<file path="config.mk">
export PLATFORM = sky130hd
export DESIGN_NAME = delocalized_trap_emptying_monte_carlo
export DESIGN_NICKNAME = d
export VERILOG_FILES = /design/src/rtl/dtemc_pkg.sv /design/src/rtl/dtemc_sermul.sv /design/src/rtl/dtemc_serdiv.sv /design/src/rtl/delocalized_trap_emptying_monte_carlo.sv
export SDC_FILE = /design/constraint.sdc
export NUM_CORES = 2
export LEC_CHECK = 0
export BUFFER_PORTS_ARGS = -buffer_cell sky130_fd_sc_hd__buf_2
export CAP_MARGIN = 25
export CORE_UTILIZATION = 60
export CTS_BUF_LIST = sky130_fd_sc_hd__clkbuf_8
export DETAILED_ROUTE_END_ITERATION = 10
export PLACE_DENSITY = 0.75
export SYNTH_ARGS = -nofsm -noshare
export SYNTH_HDL_FRONTEND = slang
export SYNTH_SLANG_ARGS = --single-unit
</file>
<file path="constraint.sdc">
create_clock -name clk_i -period 27.9 [get_ports clk_i]
set_input_delay 1.395 -clock clk_i [delete_from_list [all_inputs] [get_ports clk_i]]
set_output_delay 1.395 -clock clk_i [all_outputs]
set_load 0.01 [all_outputs]
</file>
<file path="src/rtl/dtemc_pkg.sv">
package dtemc_pkg;

  // field widths
  localparam int unsigned DRAW_W   = 32;
  localparam int unsigned N_W      = 21;
  localparam int unsigned STEP_W   = 16;
  localparam int unsigned SIG_W    = 52;
  localparam int unsigned RATIO_W  = 17;
  localparam int unsigned RATE_W   = 32;
  localparam int unsigned FRAC_W   = 16;

  // denominator Ne*R + n*(1-R) in Q.16 stays below 2^37
  localparam int unsigned DEN_W    = 37;

  // shared shift-add multiplier
  localparam int unsigned MCAND_W  = 53;
  localparam int unsigned MPLIER_W = 32;
  localparam int unsigned MPROD_W  = MCAND_W + MPLIER_W;

  // configuration port
  localparam int unsigned CFG_IDX_W  = 3;
  localparam int unsigned CFG_DATA_W = 32;

  localparam logic [CFG_IDX_W-1:0] REG_NUM_STEPS      = 3'd0;
  localparam logic [CFG_IDX_W-1:0] REG_TOTAL_TRAPS    = 3'd1;
  localparam logic [CFG_IDX_W-1:0] REG_INITIAL_FILLED = 3'd2;
  localparam logic [CFG_IDX_W-1:0] REG_CAPTURE_RATIO  = 3'd3;
  localparam logic [CFG_IDX_W-1:0] REG_DETRAP_RATE    = 3'd4;

  localparam logic [RATIO_W-1:0] RATIO_ONE = 17'd65536;
  localparam logic [SIG_W-1:0]   SIG_MAX   = {SIG_W{1'b1}};

  localparam int unsigned MAX_TRAPS_DEF = 1048576;
  localparam int unsigned MAX_STEPS_DEF = 65535;

  localparam int unsigned OUT_TDATA_W = 96;

endpackage

</file>
<file path="src/rtl/dtemc_sermul.sv">
// Shift-add multiplier, one multiplier bit per cycle, LSB first.
// The low half of the product shifts into the multiplier register as its
// bits are consumed, so only an MW-bit adder sits between registers.
module dtemc_sermul #(
  parameter int unsigned MW = dtemc_pkg::MCAND_W,
  parameter int unsigned QW = dtemc_pkg::MPLIER_W
) (
  input  logic             clk_i,
  input  logic             rst_ni,
  input  logic             start_i,
  input  logic [MW-1:0]    mcand_i,
  input  logic [QW-1:0]    mplier_i,
  output logic             done_o,
  output logic [MW+QW-1:0] prod_o
);

  localparam int unsigned CntW = $clog2(QW + 1);

  logic [CntW-1:0] cnt_q, cnt_d;
  logic [MW-1:0]   mcand_q, mcand_d;
  logic [MW-1:0]   acc_q, acc_d;
  logic [QW-1:0]   low_q, low_d;
  logic [MW:0]     sum;

  assign sum = {1'b0, acc_q} + (low_q[0] ? {1'b0, mcand_q} : {(MW+1){1'b0}});

  always_comb begin
    cnt_d   = cnt_q;
    mcand_d = mcand_q;
    acc_d   = acc_q;
    low_d   = low_q;
    if (start_i) begin
      cnt_d   = CntW'(QW);
      mcand_d = mcand_i;
      acc_d   = '0;
      low_d   = mplier_i;
    end else if (cnt_q != '0) begin
      cnt_d = cnt_q - 1'b1;
      acc_d = sum[MW:1];
      low_d = {sum[0], low_q[QW-1:1]};
    end
  end

  always_ff @(posedge clk_i or negedge rst_ni) begin
    if (!rst_ni) begin
      cnt_q <= '0;
    end else begin
      cnt_q <= cnt_d;
    end
  end

  always_ff @(posedge clk_i) begin
    mcand_q <= mcand_d;
    acc_q   <= acc_d;
    low_q   <= low_d;
  end

  assign done_o = (cnt_q == '0);
  assign prod_o = {acc_q, low_q};

endmodule

</file>
<file path="src/rtl/dtemc_serdiv.sv">
// Restoring divider, one quotient bit per cycle. The caller hands over the
// upper part of the dividend already reduced below the divisor, so the
// quotient fits QW bits.
module dtemc_serdiv #(
  parameter int unsigned QW = dtemc_pkg::SIG_W,
  parameter int unsigned DW = dtemc_pkg::DEN_W
) (
  input  logic          clk_i,
  input  logic          rst_ni,
  input  logic          start_i,
  input  logic [DW-1:0] rem_init_i,
  input  logic [QW-1:0] low_i,
  input  logic [DW-1:0] divisor_i,
  output logic          done_o,
  output logic [QW-1:0] quo_o
);

  localparam int unsigned CntW = $clog2(QW + 1);

  logic [CntW-1:0] cnt_q, cnt_d;
  logic [DW-1:0]   rem_q, rem_d;
  logic [DW-1:0]   dvs_q, dvs_d;
  logic [QW-1:0]   sh_q, sh_d;
  logic [DW:0]     trial;
  logic [DW:0]     diff;
  logic            fits;

  assign trial = {rem_q, sh_q[QW-1]};
  assign diff  = trial - {1'b0, dvs_q};
  assign fits  = (trial >= {1'b0, dvs_q});

  always_comb begin
    cnt_d = cnt_q;
    rem_d = rem_q;
    dvs_d = dvs_q;
    sh_d  = sh_q;
    if (start_i) begin
      cnt_d = CntW'(QW);
      rem_d = rem_init_i;
      dvs_d = divisor_i;
      sh_d  = low_i;
    end else if (cnt_q != '0) begin
      cnt_d = cnt_q - 1'b1;
      rem_d = fits ? diff[DW-1:0] : trial[DW-1:0];
      sh_d  = {sh_q[QW-2:0], fits};
    end
  end

  always_ff @(posedge clk_i or negedge rst_ni) begin
    if (!rst_ni) begin
      cnt_q <= '0;
    end else begin
      cnt_q <= cnt_d;
    end
  end

  always_ff @(posedge clk_i) begin
    rem_q <= rem_d;
    dvs_q <= dvs_d;
    sh_q  <= sh_d;
  end

  assign done_o = (cnt_q == '0);
  assign quo_o  = sh_q;

endmodule

</file>
<file path="src/rtl/delocalized_trap_emptying_monte_carlo.sv">
// Monte Carlo trap emptying through a delocalized band. Each request on the
// input stream is one trial with a Q0.32 uniform draw, or a restart (tuser)
// that reloads the run from the registers. One item is worked on at a time.
// A trial that does not close a time step runs acceptance, the product and sum
// states that form the denominator, 32 steps of the bit-serial multiplier for
// the draw test and a decision. A trial that closes a step with traps left adds
// the signal: denominator again, two 32-step multiplier passes for A*n^2 and,
// unless the quotient saturates, 52 steps of the bit-serial divider. Restarts
// and trials after the run has ended stay in idle; an empty population is sent
// straight to output. The next request is taken while a result waits on output.
module delocalized_trap_emptying_monte_carlo #(
  parameter int unsigned MAX_TRAPS = dtemc_pkg::MAX_TRAPS_DEF,
  parameter int unsigned MAX_STEPS = dtemc_pkg::MAX_STEPS_DEF
) (
  input  logic                                   clk_i,
  input  logic                                   rst_ni,
  input  logic                                   cfg_valid_i,
  output logic                                   cfg_ready_o,
  input  logic [dtemc_pkg::CFG_IDX_W-1:0]        cfg_index_i,
  input  logic [dtemc_pkg::CFG_DATA_W-1:0]       cfg_data_i,
  input  logic                                   s_axis_tvalid,
  output logic                                   s_axis_tready,
  input  logic [dtemc_pkg::DRAW_W-1:0]           s_axis_tdata,  // random_draw
  input  logic [0:0]                             s_axis_tuser,  // restart
  output logic                                   m_axis_tvalid,
  input  logic                                   m_axis_tready,
  // step_index [15:0], signal_value [67:16], remaining_filled [88:68], zero fill
  output logic [dtemc_pkg::OUT_TDATA_W-1:0]      m_axis_tdata,
  output logic                                   m_axis_tlast
);

  localparam int unsigned NW    = dtemc_pkg::N_W;
  localparam int unsigned SW    = dtemc_pkg::STEP_W;
  localparam int unsigned GW    = dtemc_pkg::SIG_W;
  localparam int unsigned DW    = dtemc_pkg::DEN_W;
  localparam int unsigned RW    = dtemc_pkg::RATIO_W;
  localparam int unsigned PW    = NW + RW;
  localparam int unsigned UW    = dtemc_pkg::DRAW_W;
  localparam int unsigned MW    = dtemc_pkg::MCAND_W;
  localparam int unsigned QW    = dtemc_pkg::MPLIER_W;
  localparam int unsigned XW    = dtemc_pkg::MPROD_W;
  // A*n^2 width and the split of A*n^2*2^16 at the quotient limit
  localparam int unsigned AN2W  = dtemc_pkg::RATE_W + 2 * NW;
  localparam int unsigned HI_SH = GW - dtemc_pkg::FRAC_W;
  // draw test: u*D < n*2^48
  localparam int unsigned TST_SH = UW + dtemc_pkg::FRAC_W;
  localparam int unsigned PADW  = dtemc_pkg::OUT_TDATA_W - SW - GW - NW;

  localparam logic [31:0] MaxTrapsL = 32'(MAX_TRAPS);
  localparam logic [31:0] MaxStepsL = 32'(MAX_STEPS);

  localparam logic [2:0] ST_IDLE   = 3'd0;
  localparam logic [2:0] ST_PROD   = 3'd1;
  localparam logic [2:0] ST_SUM    = 3'd2;
  localparam logic [2:0] ST_MUL_U  = 3'd3;
  localparam logic [2:0] ST_MUL_AN = 3'd4;
  localparam logic [2:0] ST_MUL_PN = 3'd5;
  localparam logic [2:0] ST_DIV    = 3'd6;
  localparam logic [2:0] ST_EMIT   = 3'd7;

  // configuration
  logic [SW-1:0]                   num_steps_q;
  logic [NW-1:0]                   ne_q;
  logic [NW-1:0]                   init_q;
  logic [RW-1:0]                   ratio_q;
  logic [dtemc_pkg::RATE_W-1:0]    rate_q;

  // run state
  logic [2:0]    state_q, state_d;
  logic [NW-1:0] n_q, n_d;
  logic [NW-1:0] trial_q, trial_d;
  logic [SW-1:0] step_q, step_d;
  logic          done_q, done_d;
  logic          outmode_q, outmode_d;
  logic [UW-1:0] draw_q, draw_d;
  logic [PW-1:0] p1_q, p1_d;
  logic [PW-1:0] p2_q, p2_d;
  logic [DW-1:0] d_q, d_d;
  logic [GW-1:0] sig_q, sig_d;

  // output register
  logic          m_valid_q, m_valid_d;
  logic [SW-1:0] o_step_q, o_step_d;
  logic [GW-1:0] o_sig_q, o_sig_d;
  logic [NW-1:0] o_rem_q, o_rem_d;
  logic          o_last_q, o_last_d;

  logic          in_acc;
  logic [NW-1:0] cap_fill;
  logic [SW-1:0] step_lim;
  logic [RW-1:0] rc;
  logic [RW-1:0] rcomp;
  logic [PW-1:0] p1_full;
  logic [PW-1:0] p2_full;
  logic [DW-1:0] den_sum;
  logic          last_w;
  logic          hit;
  logic [NW-1:0] n_new;
  logic [NW-1:0] trial_new;

  logic          mul_start;
  logic [MW-1:0] mul_mcand;
  logic [QW-1:0] mul_mplier;
  logic          mul_done;
  logic [XW-1:0] mul_prod;
  logic          div_start;
  logic          div_done;
  logic [GW-1:0] div_quo;

  assign in_acc        = s_axis_tvalid && s_axis_tready;
  assign s_axis_tready = (state_q == ST_IDLE);
  assign cfg_ready_o   = 1'b1;

  always_ff @(posedge clk_i or negedge rst_ni) begin
    if (!rst_ni) begin
      num_steps_q <= SW'(1);
      ne_q        <= NW'(1);
      init_q      <= '0;
      ratio_q     <= '0;
      rate_q      <= '0;
    end else if (cfg_valid_i) begin
      case (cfg_index_i)
        dtemc_pkg::REG_NUM_STEPS:      num_steps_q <= cfg_data_i[SW-1:0];
        dtemc_pkg::REG_TOTAL_TRAPS:    ne_q        <= cfg_data_i[NW-1:0];
        dtemc_pkg::REG_INITIAL_FILLED: init_q      <= cfg_data_i[NW-1:0];
        dtemc_pkg::REG_CAPTURE_RATIO:  ratio_q     <= cfg_data_i[RW-1:0];
        dtemc_pkg::REG_DETRAP_RATE:    rate_q      <= cfg_data_i[dtemc_pkg::RATE_W-1:0];
        default: ;
      endcase
    end
  end

  assign cap_fill = (32'(init_q) > MaxTrapsL) ? MaxTrapsL[NW-1:0] : init_q;
  assign step_lim = (32'(num_steps_q) > MaxStepsL) ? MaxStepsL[SW-1:0] : num_steps_q;
  assign rc       = (ratio_q > dtemc_pkg::RATIO_ONE) ? dtemc_pkg::RATIO_ONE : ratio_q;
  assign rcomp    = dtemc_pkg::RATIO_ONE - rc;
  assign p1_full  = ne_q * rc;
  assign p2_full  = n_q * rcomp;
  assign den_sum  = DW'(p1_q + p2_q);
  assign last_w   = (n_q == '0) || (({1'b0, step_q} + 1'b1) >= {1'b0, step_lim});

  assign hit       = (mul_prod[TST_SH+NW-1:TST_SH] < n_q);
  assign n_new     = hit ? n_q - 1'b1 : n_q;
  assign trial_new = trial_q + 1'b1;

  always_comb begin
    state_d    = state_q;
    n_d        = n_q;
    trial_d    = trial_q;
    step_d     = step_q;
    done_d     = done_q;
    outmode_d  = outmode_q;
    draw_d     = draw_q;
    p1_d       = p1_q;
    p2_d       = p2_q;
    d_d        = d_q;
    sig_d      = sig_q;
    m_valid_d  = m_valid_q && !m_axis_tready;
    o_step_d   = o_step_q;
    o_sig_d    = o_sig_q;
    o_rem_d    = o_rem_q;
    o_last_d   = o_last_q;
    mul_start  = 1'b0;
    mul_mcand  = '0;
    mul_mplier = '0;
    div_start  = 1'b0;
    case (state_q)
      ST_IDLE: begin
        if (in_acc) begin
          if (s_axis_tuser[0]) begin
            n_d     = cap_fill;
            trial_d = '0;
            step_d  = '0;
            done_d  = 1'b0;
          end else if (!done_q) begin
            if (step_q >= step_lim) begin
              done_d = 1'b1;
            end else if (n_q != '0) begin
              draw_d    = s_axis_tdata;
              outmode_d = 1'b0;
              state_d   = ST_PROD;
            end else begin
              // empty at step start: this request is the report
              sig_d   = '0;
              state_d = ST_EMIT;
            end
          end
        end
      end
      ST_PROD: begin
        p1_d    = p1_full;
        p2_d    = p2_full;
        state_d = ST_SUM;
      end
      ST_SUM: begin
        d_d       = den_sum;
        mul_start = 1'b1;
        if (outmode_q) begin
          mul_mcand  = MW'(rate_q);
          mul_mplier = QW'(n_q);
          state_d    = ST_MUL_AN;
        end else begin
          mul_mcand  = MW'(den_sum);
          mul_mplier = QW'(draw_q);
          state_d    = ST_MUL_U;
        end
      end
      ST_MUL_U: begin
        if (mul_done) begin
          n_d     = n_new;
          trial_d = trial_new;
          if (n_new != '0 && trial_new < n_new) begin
            state_d = ST_IDLE;
          end else if (n_new == '0) begin
            sig_d   = '0;
            state_d = ST_EMIT;
          end else begin
            outmode_d = 1'b1;
            state_d   = ST_PROD;
          end
        end
      end
      ST_MUL_AN: begin
        if (mul_done) begin
          mul_start  = 1'b1;
          mul_mcand  = mul_prod[MW-1:0];
          mul_mplier = QW'(n_q);
          state_d    = ST_MUL_PN;
        end
      end
      ST_MUL_PN: begin
        if (mul_done) begin
          // quotient would reach 2^52 (also covers a zero denominator)
          if (mul_prod[AN2W-1:HI_SH] >= {1'b0, d_q}) begin
            sig_d   = dtemc_pkg::SIG_MAX;
            state_d = ST_EMIT;
          end else begin
            div_start = 1'b1;
            state_d   = ST_DIV;
          end
        end
      end
      ST_DIV: begin
        if (div_done) begin
          sig_d   = div_quo;
          state_d = ST_EMIT;
        end
      end
      ST_EMIT: begin
        if (!m_valid_q || m_axis_tready) begin
          m_valid_d = 1'b1;
          o_step_d  = step_q;
          o_sig_d   = sig_q;
          o_rem_d   = n_q;
          o_last_d  = last_w;
          step_d    = step_q + 1'b1;
          trial_d   = '0;
          done_d    = last_w;
          state_d   = ST_IDLE;
        end
      end
      default: state_d = ST_IDLE;
    endcase
  end

  always_ff @(posedge clk_i or negedge rst_ni) begin
    if (!rst_ni) begin
      state_q   <= ST_IDLE;
      n_q       <= '0;
      trial_q   <= '0;
      step_q    <= '0;
      done_q    <= 1'b0;
      outmode_q <= 1'b0;
      m_valid_q <= 1'b0;
    end else begin
      state_q   <= state_d;
      n_q       <= n_d;
      trial_q   <= trial_d;
      step_q    <= step_d;
      done_q    <= done_d;
      outmode_q <= outmode_d;
      m_valid_q <= m_valid_d;
    end
  end

  always_ff @(posedge clk_i) begin
    draw_q   <= draw_d;
    p1_q     <= p1_d;
    p2_q     <= p2_d;
    d_q      <= d_d;
    sig_q    <= sig_d;
    o_step_q <= o_step_d;
    o_sig_q  <= o_sig_d;
    o_rem_q  <= o_rem_d;
    o_last_q <= o_last_d;
  end

  dtemc_sermul #(
    .MW(MW),
    .QW(QW)
  ) u_mul (
    .clk_i   (clk_i),
    .rst_ni  (rst_ni),
    .start_i (mul_start),
    .mcand_i (mul_mcand),
    .mplier_i(mul_mplier),
    .done_o  (mul_done),
    .prod_o  (mul_prod)
  );

  dtemc_serdiv #(
    .QW(GW),
    .DW(DW)
  ) u_div (
    .clk_i     (clk_i),
    .rst_ni    (rst_ni),
    .start_i   (div_start),
    .rem_init_i(mul_prod[HI_SH+DW-1:HI_SH]),
    .low_i     ({mul_prod[HI_SH-1:0], {(GW-HI_SH){1'b0}}}),
    .divisor_i (d_q),
    .done_o    (div_done),
    .quo_o     (div_quo)
  );

  assign m_axis_tvalid = m_valid_q;
  assign m_axis_tdata  = {{PADW{1'b0}}, o_rem_q, o_sig_q, o_step_q};
  assign m_axis_tlast  = o_last_q;

  a_units_idle: assert property (@(posedge clk_i) disable iff (!rst_ni)
    (state_q == ST_IDLE) |-> (mul_done && div_done))
    else $error("arithmetic unit busy while waiting for a request");

  a_n_falls: assert property (@(posedge clk_i) disable iff (!rst_ni)
    !(in_acc && s_axis_tuser[0]) |=> (n_q <= $past(n_q)))
    else $error("filled count rose without a restart");

  a_empty_last: assert property (@(posedge clk_i) disable iff (!rst_ni)
    (m_valid_q && (o_rem_q == '0)) |-> o_last_q)
    else $error("empty population not flagged as end of run");

  a_busy_open: assert property (@(posedge clk_i) disable iff (!rst_ni)
    (state_q != ST_IDLE) |-> !done_q)
    else $error("trial in progress on a finished run");

endmodule
</file>
### Word-level counts from Yosys, hierarchy flattened

Index checks and enable logic that the tools add are counted.

| word-level totals | value |
|---|---|
| flip-flop bits (word level) | 732 |
| bits of input ports | 73 |
| output and inout port bits | 100 |

| cells by class | value |
|---|---|
| $add $sub $neg | 10 |
| multipliers | 2 |
| order comparisons | 8 |
| equality and inequality tests | 27 |
| muxes and demuxes | 83 |
| bitwise logic cells | 3 |
| reductions and logical operators | 37 |

Operators by type and width:

| operator | number |
|---|---|
| $mux 52 | 13 |
| $mux 21 | 10 |
| $pmux 52 s4 | 1 |
| $mux 37 | 4 |
| $mux 53 | 2 |
| $pmux 53 s2 | 1 |
| $mux 32 | 3 |
| $ge 38x37->1 | 2 |
| $mul 21x17->37 | 2 |
| $pmux 32 s2 | 1 |
| $pmux 21 s3 | 1 |
| $add 53x54->54 | 1 |
| $mux 16 | 3 |
| $logic_not 21->1 | 2 |
| $lt 21x21->1 | 2 |
| $pmux 21 s2 | 1 |
| $reduce_bool 21->1 | 2 |
| $mux 3 | 13 |
| $add 37x37->37 | 1 |
| $sub 37x37->37 | 1 |
| $pmux 16 s2 | 1 |
| $ne 2x2->1 const B | 13 |
| $mux 6 | 4 |
| $pmux 3 s8 | 1 |
| 34 further kinds | 85 |

### Longest topological paths before layout

| logic depth | value |
|---|---|
| depth after elaboration | 7 |
| gate-level depth with buffers | 40 |
| gate-level depth less buffers | 36 |

### Modules after synthesis

Synthesis repeated with hierarchy kept, for this count alone.

| unflattened totals | value |
|---|---|
| cells, all modules | 6203 |
| area total of the unflattened synthesis | 62032.0 µm² |

Modules (own cells, without submodules):

| module | instances | cells an instance | area an instance (µm²) | seq. area each (µm²) |
|---|---|---|---|---|
| delocalized_trap_emptying_monte_carlo | 1 | 4689 | 45711.3 | 12839.8 |
| dtemc_sermul | 1 | 877 | 8565.7 | 3763.6 |
| dtemc_serdiv | 1 | 637 | 7754.9 | 3933.8 |

### Worst setup path before layout

Ideal clock, no wire load.

| timing path | value |
|---|---|
| path kind | reg2reg |
| start point | register ratio_q[0] |
| end point | register p2_q[36] (data pin) |
| arrival time | 8591 ps |
| data required time | 27640 ps |
| slack | 19049 ps |
| cell stages (with the launch flop) | 37 |
| clock period less this slack | 8851 ps |
| cells stage by stage | dfrtp_1 -> or3_1 -> nor3_1 -> a41o_1 -> clkbuf_1 -> and2_1 -> clkbuf_1 -> clkbuf_1 -> inv_1 -> ha_1 -> nor3b_1 -> a21boi_0 -> nand2_1 -> xor2_1 -> clkbuf_1 -> nand2_1 -> fa_1 -> inv_1 -> fa_1 -> fa_1 -> fa_1 -> fa_1 -> inv_1 -> fa_1 -> inv_1 -> ha_1 -> a21o_1 -> a21o_1 -> a21o_1 -> a21o_1 -> a21o_1 -> and2_1 -> or4_1 -> a21oi_1 -> o21bai_1 -> a21oi_1 -> xnor2_1 |

| between the ends | value |
|---|---|
| word-level cells in the longest chain between the ends | 4 |

RTL lines:

| what | line | RTL |
|---|---|---|
| from (decl) | delocalized_trap_emptying_monte_carlo.sv:65 | `logic [RW-1:0] ratio_q;` |
| from (signal assigned) | delocalized_trap_emptying_monte_carlo.sv:126 | `dtemc_pkg::REG_CAPTURE_RATIO: ratio_q <= cfg_data_i[RW-1:0];` |
| $gt 17x17->1 | delocalized_trap_emptying_monte_carlo.sv:135 | `assign rc = (ratio_q > dtemc_pkg::RATIO_ONE) ? dtemc_pkg::RATIO_ONE : ratio_q;` |
| $mux 17 (*) | delocalized_trap_emptying_monte_carlo.sv:135 |  |
| $sub 17x17->17 (*) | delocalized_trap_emptying_monte_carlo.sv:136 | `assign rcomp = dtemc_pkg::RATIO_ONE - rc;` |
| $mul 21x17->37 (*) | delocalized_trap_emptying_monte_carlo.sv:138 | `assign p2_full = n_q * rcomp;` |
| named net p2_full[36] | delocalized_trap_emptying_monte_carlo.sv:94 | `logic [PW-1:0] p2_full;` |
| to (signal assigned) | delocalized_trap_emptying_monte_carlo.sv:289 | `p2_q <= p2_d;` |
| to (decl) | delocalized_trap_emptying_monte_carlo.sv:77 | `logic [PW-1:0] p2_q, p2_d;` |

Mark *: on every way through the listed nets, which the timed path passes. The rest lies on a longest branch.
A chain may end at the register's enable or synchronous reset.

### Worst setup path after layout

| timing path | value |
|---|---|
| start point | register ratio_q[2] |
| end point | register p2_q[35] (data pin) |

The elaborated chain is that of the path after synthesis.

==> results_dict.tcl <==
set metrics [dict create \
    status "finished, final reports clean" \
    setup_viol 0 \
    holdCritPathClass "reg2reg" \
    reg2reg_to "p2_q[35]" \
    critPathKind "reg2reg" \
    ys_ff_latch 732 \
    layout.nets 7372 \
    hpwl_mm 129 \
    min_from "sig_q[34]" \
    grt_max_degree 75 \
    floorplan.die_area_um2 102000 \
    final_hold_viol_count 0 \
    netlist.area_leader.share_pct 23.8 \
    postCtsHoldBufs 0 \
    clkSinkCount 732 \
    ys_async_sr_fraction_pct 25.0 \
    fp.dieW_um 320 \
    yosysSeqAreaShare_pct 33.6 \
    cts_tree "yes" \
    synthTopCellsByCount "nand2_1 (871), inv_1 (845), fa_1 (569), edfxtp_1 (480), ha_1 (459)" \
    drtAntennaViolNets 0 \
    fin_skew_ns 0.0876 \
    fin_crit_sh_pct 36.8 \
    rsz0062_at_grt "no" \
    cp.buffers_inverters 5 \
    cpMostUsedCell "fa_1" \
    finalSetupTns_ns 0 \
    end_kind "register" \
    cts_root_buf "clkbuf_8" \
    vias 46100 \
    yosysUniqueCellTypes 98 \
    slew-limit-headroom_pct 26.5 \
    grt_usage_pct 34.4 \
    clk_pin_slew_ns 0.06 \
    wire_per_inst_um 22.7 \
    synthTopCellsByArea "edfxtp_1 (24%), fa_1 (19%), ha_1 (9.5%)" \
    syn_avg_cell_area_um2 9.82 \
    synth.most_common_cell "nand2_1" \
    rr_startpoint "ratio_q[2]" \
    crit_fanout 32 \
    worstMarginPinSlew_ns 1.10 \
    drtIter0Drc 4538 \
    r2r_setup_slack_ns 17.64 \
    pre_cts_slack_ns 17.72 \
    netlist.top_cell.by_area "edfxtp_1" \
    antenna_found_initial 10 \
    die_height_um 320 \
    numCtsBuffers 120 \
    drcViolationCount 0 \
    grt_pass1_vias 46200 \
    fin_ws_ns 17.64 \
    critical_path.max_stage_delay_ns 0.75 \
    dp_cells 7445 \
    gp_congestion 0.981 \
    clock_path_buffers 3 \
    worstHoldEndpoint "o_sig_q[34]" \
    rows 116 \
    synth_edf_count 480 \
    cts.htree.levels 3 \
    cts_post_setup_buffers_inserted 0 \
    layout.cells.non_filler 7682 \
    core_region_area_um2 100000 \
    grt_overflow 0 \
    synth.cell_area_um2 60700 \
    grt_pass1_wl_mm 268 \
    finalHoldWorstSlack_ns 0.401 \
    synthCells 6177 \
    period_needed_ns 10.26 \
    fillers 7979 \
    yosysWarnings 0 \
    dr.pass1.iters 10 \
    report.final.slew_viol_count 0 \
    cts-resized-gates 0 \
    holdPathStages 0 \
    crit_path_start_kind "register" \
    syn_to_final_growth_pct 8.07 \
    crit_arrival_ns 10.82 \
    required_ns 28.46 \
    slowest_stage "a41o_1" \
    max_freq_ghz 0.0975 \
    worstRegToRegCells 33 \
    drv_cap 0 \
    vias_per_cell 6.01 \
    clock_latency_ns 0.83 \
    io_buffers 164 \
    wirelength_mm 175 \
    synth_ff_type "edfxtp_1" \
    crit_family "adder cells" \
    initial_utilization_pct 60.6 \
    pin_count 173 \
    drive_gt1_share_pct 9.69 \
]
-- layer usage --
layer  GRT usage, %  wire length, um  vias to the layer above
li1               -                -                    20700
met1           44.9            68800                    22800
met5              0               28                        -
met3           6.23            14700                      471
met2           54.9            80800                     2170
met4           18.4            10200                        4
-- how the worst max path moves through the flow --
stage / slack, ns / from / cells after the start / endpoint
final: 17.64 / ratio_q[2] / 33 / p2_q[35]
after CTS: 17.76 / ratio_q[2] / 33 / p2_q[35]
after global placement: 18.08 / ratio_q[2] / 33 / p2_q[35]
after detailed placement: 17.72 / ratio_q[2] / 33 / p2_q[35]
after floorplan: 19.05 / ratio_q[0] / 36 / p2_q[36]
after global routing: 17.05 / ratio_q[2] / 33 / p2_q[35]
-- layout make-up --
cell class	count	area [um2]	area share, %
Multi-Input combinational cell	4303	36100	55.1
Sequential cell	732	20400	31.1
Inverter	856	3220	4.92
Clock buffer	136	1870	2.85
Tap cell	1298	1620	2.48
Timing Repair Buffer	258	1600	2.44
Clock inverter	92	754	1.15
Antenna cell	7	17.5	0.0267
-- cells in the final DEF (no fill, tap or decap), drive strengths merged, types with 25 or more instances in the layout --
master	count
a211oi	30
a21o	155
a21oi	319
a31oi	29
and2	229
and3	66
buf	257
clkbuf	137
clkinv	54
dfrtp	181
dfxtp	69
edfxtp	480
fa	569
ha	459
inv	882
mux2	98
mux2i	66
nand2	871
nand2b	25
nand3	101
nand4	41
nor2	352
nor2b	41
nor3	62
nor4	27
o21a	32
o21ai	219
o21bai	28
xnor2	167
xor2	79
-- sequential cells by signal (all words and copies together), names as in the netlist, 32 cells and up --
register       flops
sig_q             52
u_div.dvs_q       37
p2_q              37
rate_q            32
draw_q            32
p1_q              37
u_mul.low_q       32
u_div.quo_o       52
u_div.rem_q       37
o_sig_q           52
u_mul.mcand_q     53
d_q               37
u_mul.acc_q       53
-- stage by stage --
step	area [um2]	utilization [%]
after floorplan	60700	-
after global placement	62800	62.7
after detailed placement	62900	62.8
after CTS	65500	65.4
after global routing	65600	65.5
final	65600	65.5
-- cell families after synthesis --
logic type	synth area share, %
other	0.0124
XOR/XNOR	3.55
AND/OR/NAND/NOR	14.2
buffers and inverters	7.22
AO/OA/AOI/OAI	10.3
flip-flops	33.6
adder cells (fa/ha/maj)	28.2
multiplexers	2.91
Power is left out: the tool's default activity adds up to more than one toggle a clock period on the data nets, which glitch-free logic cannot reach.
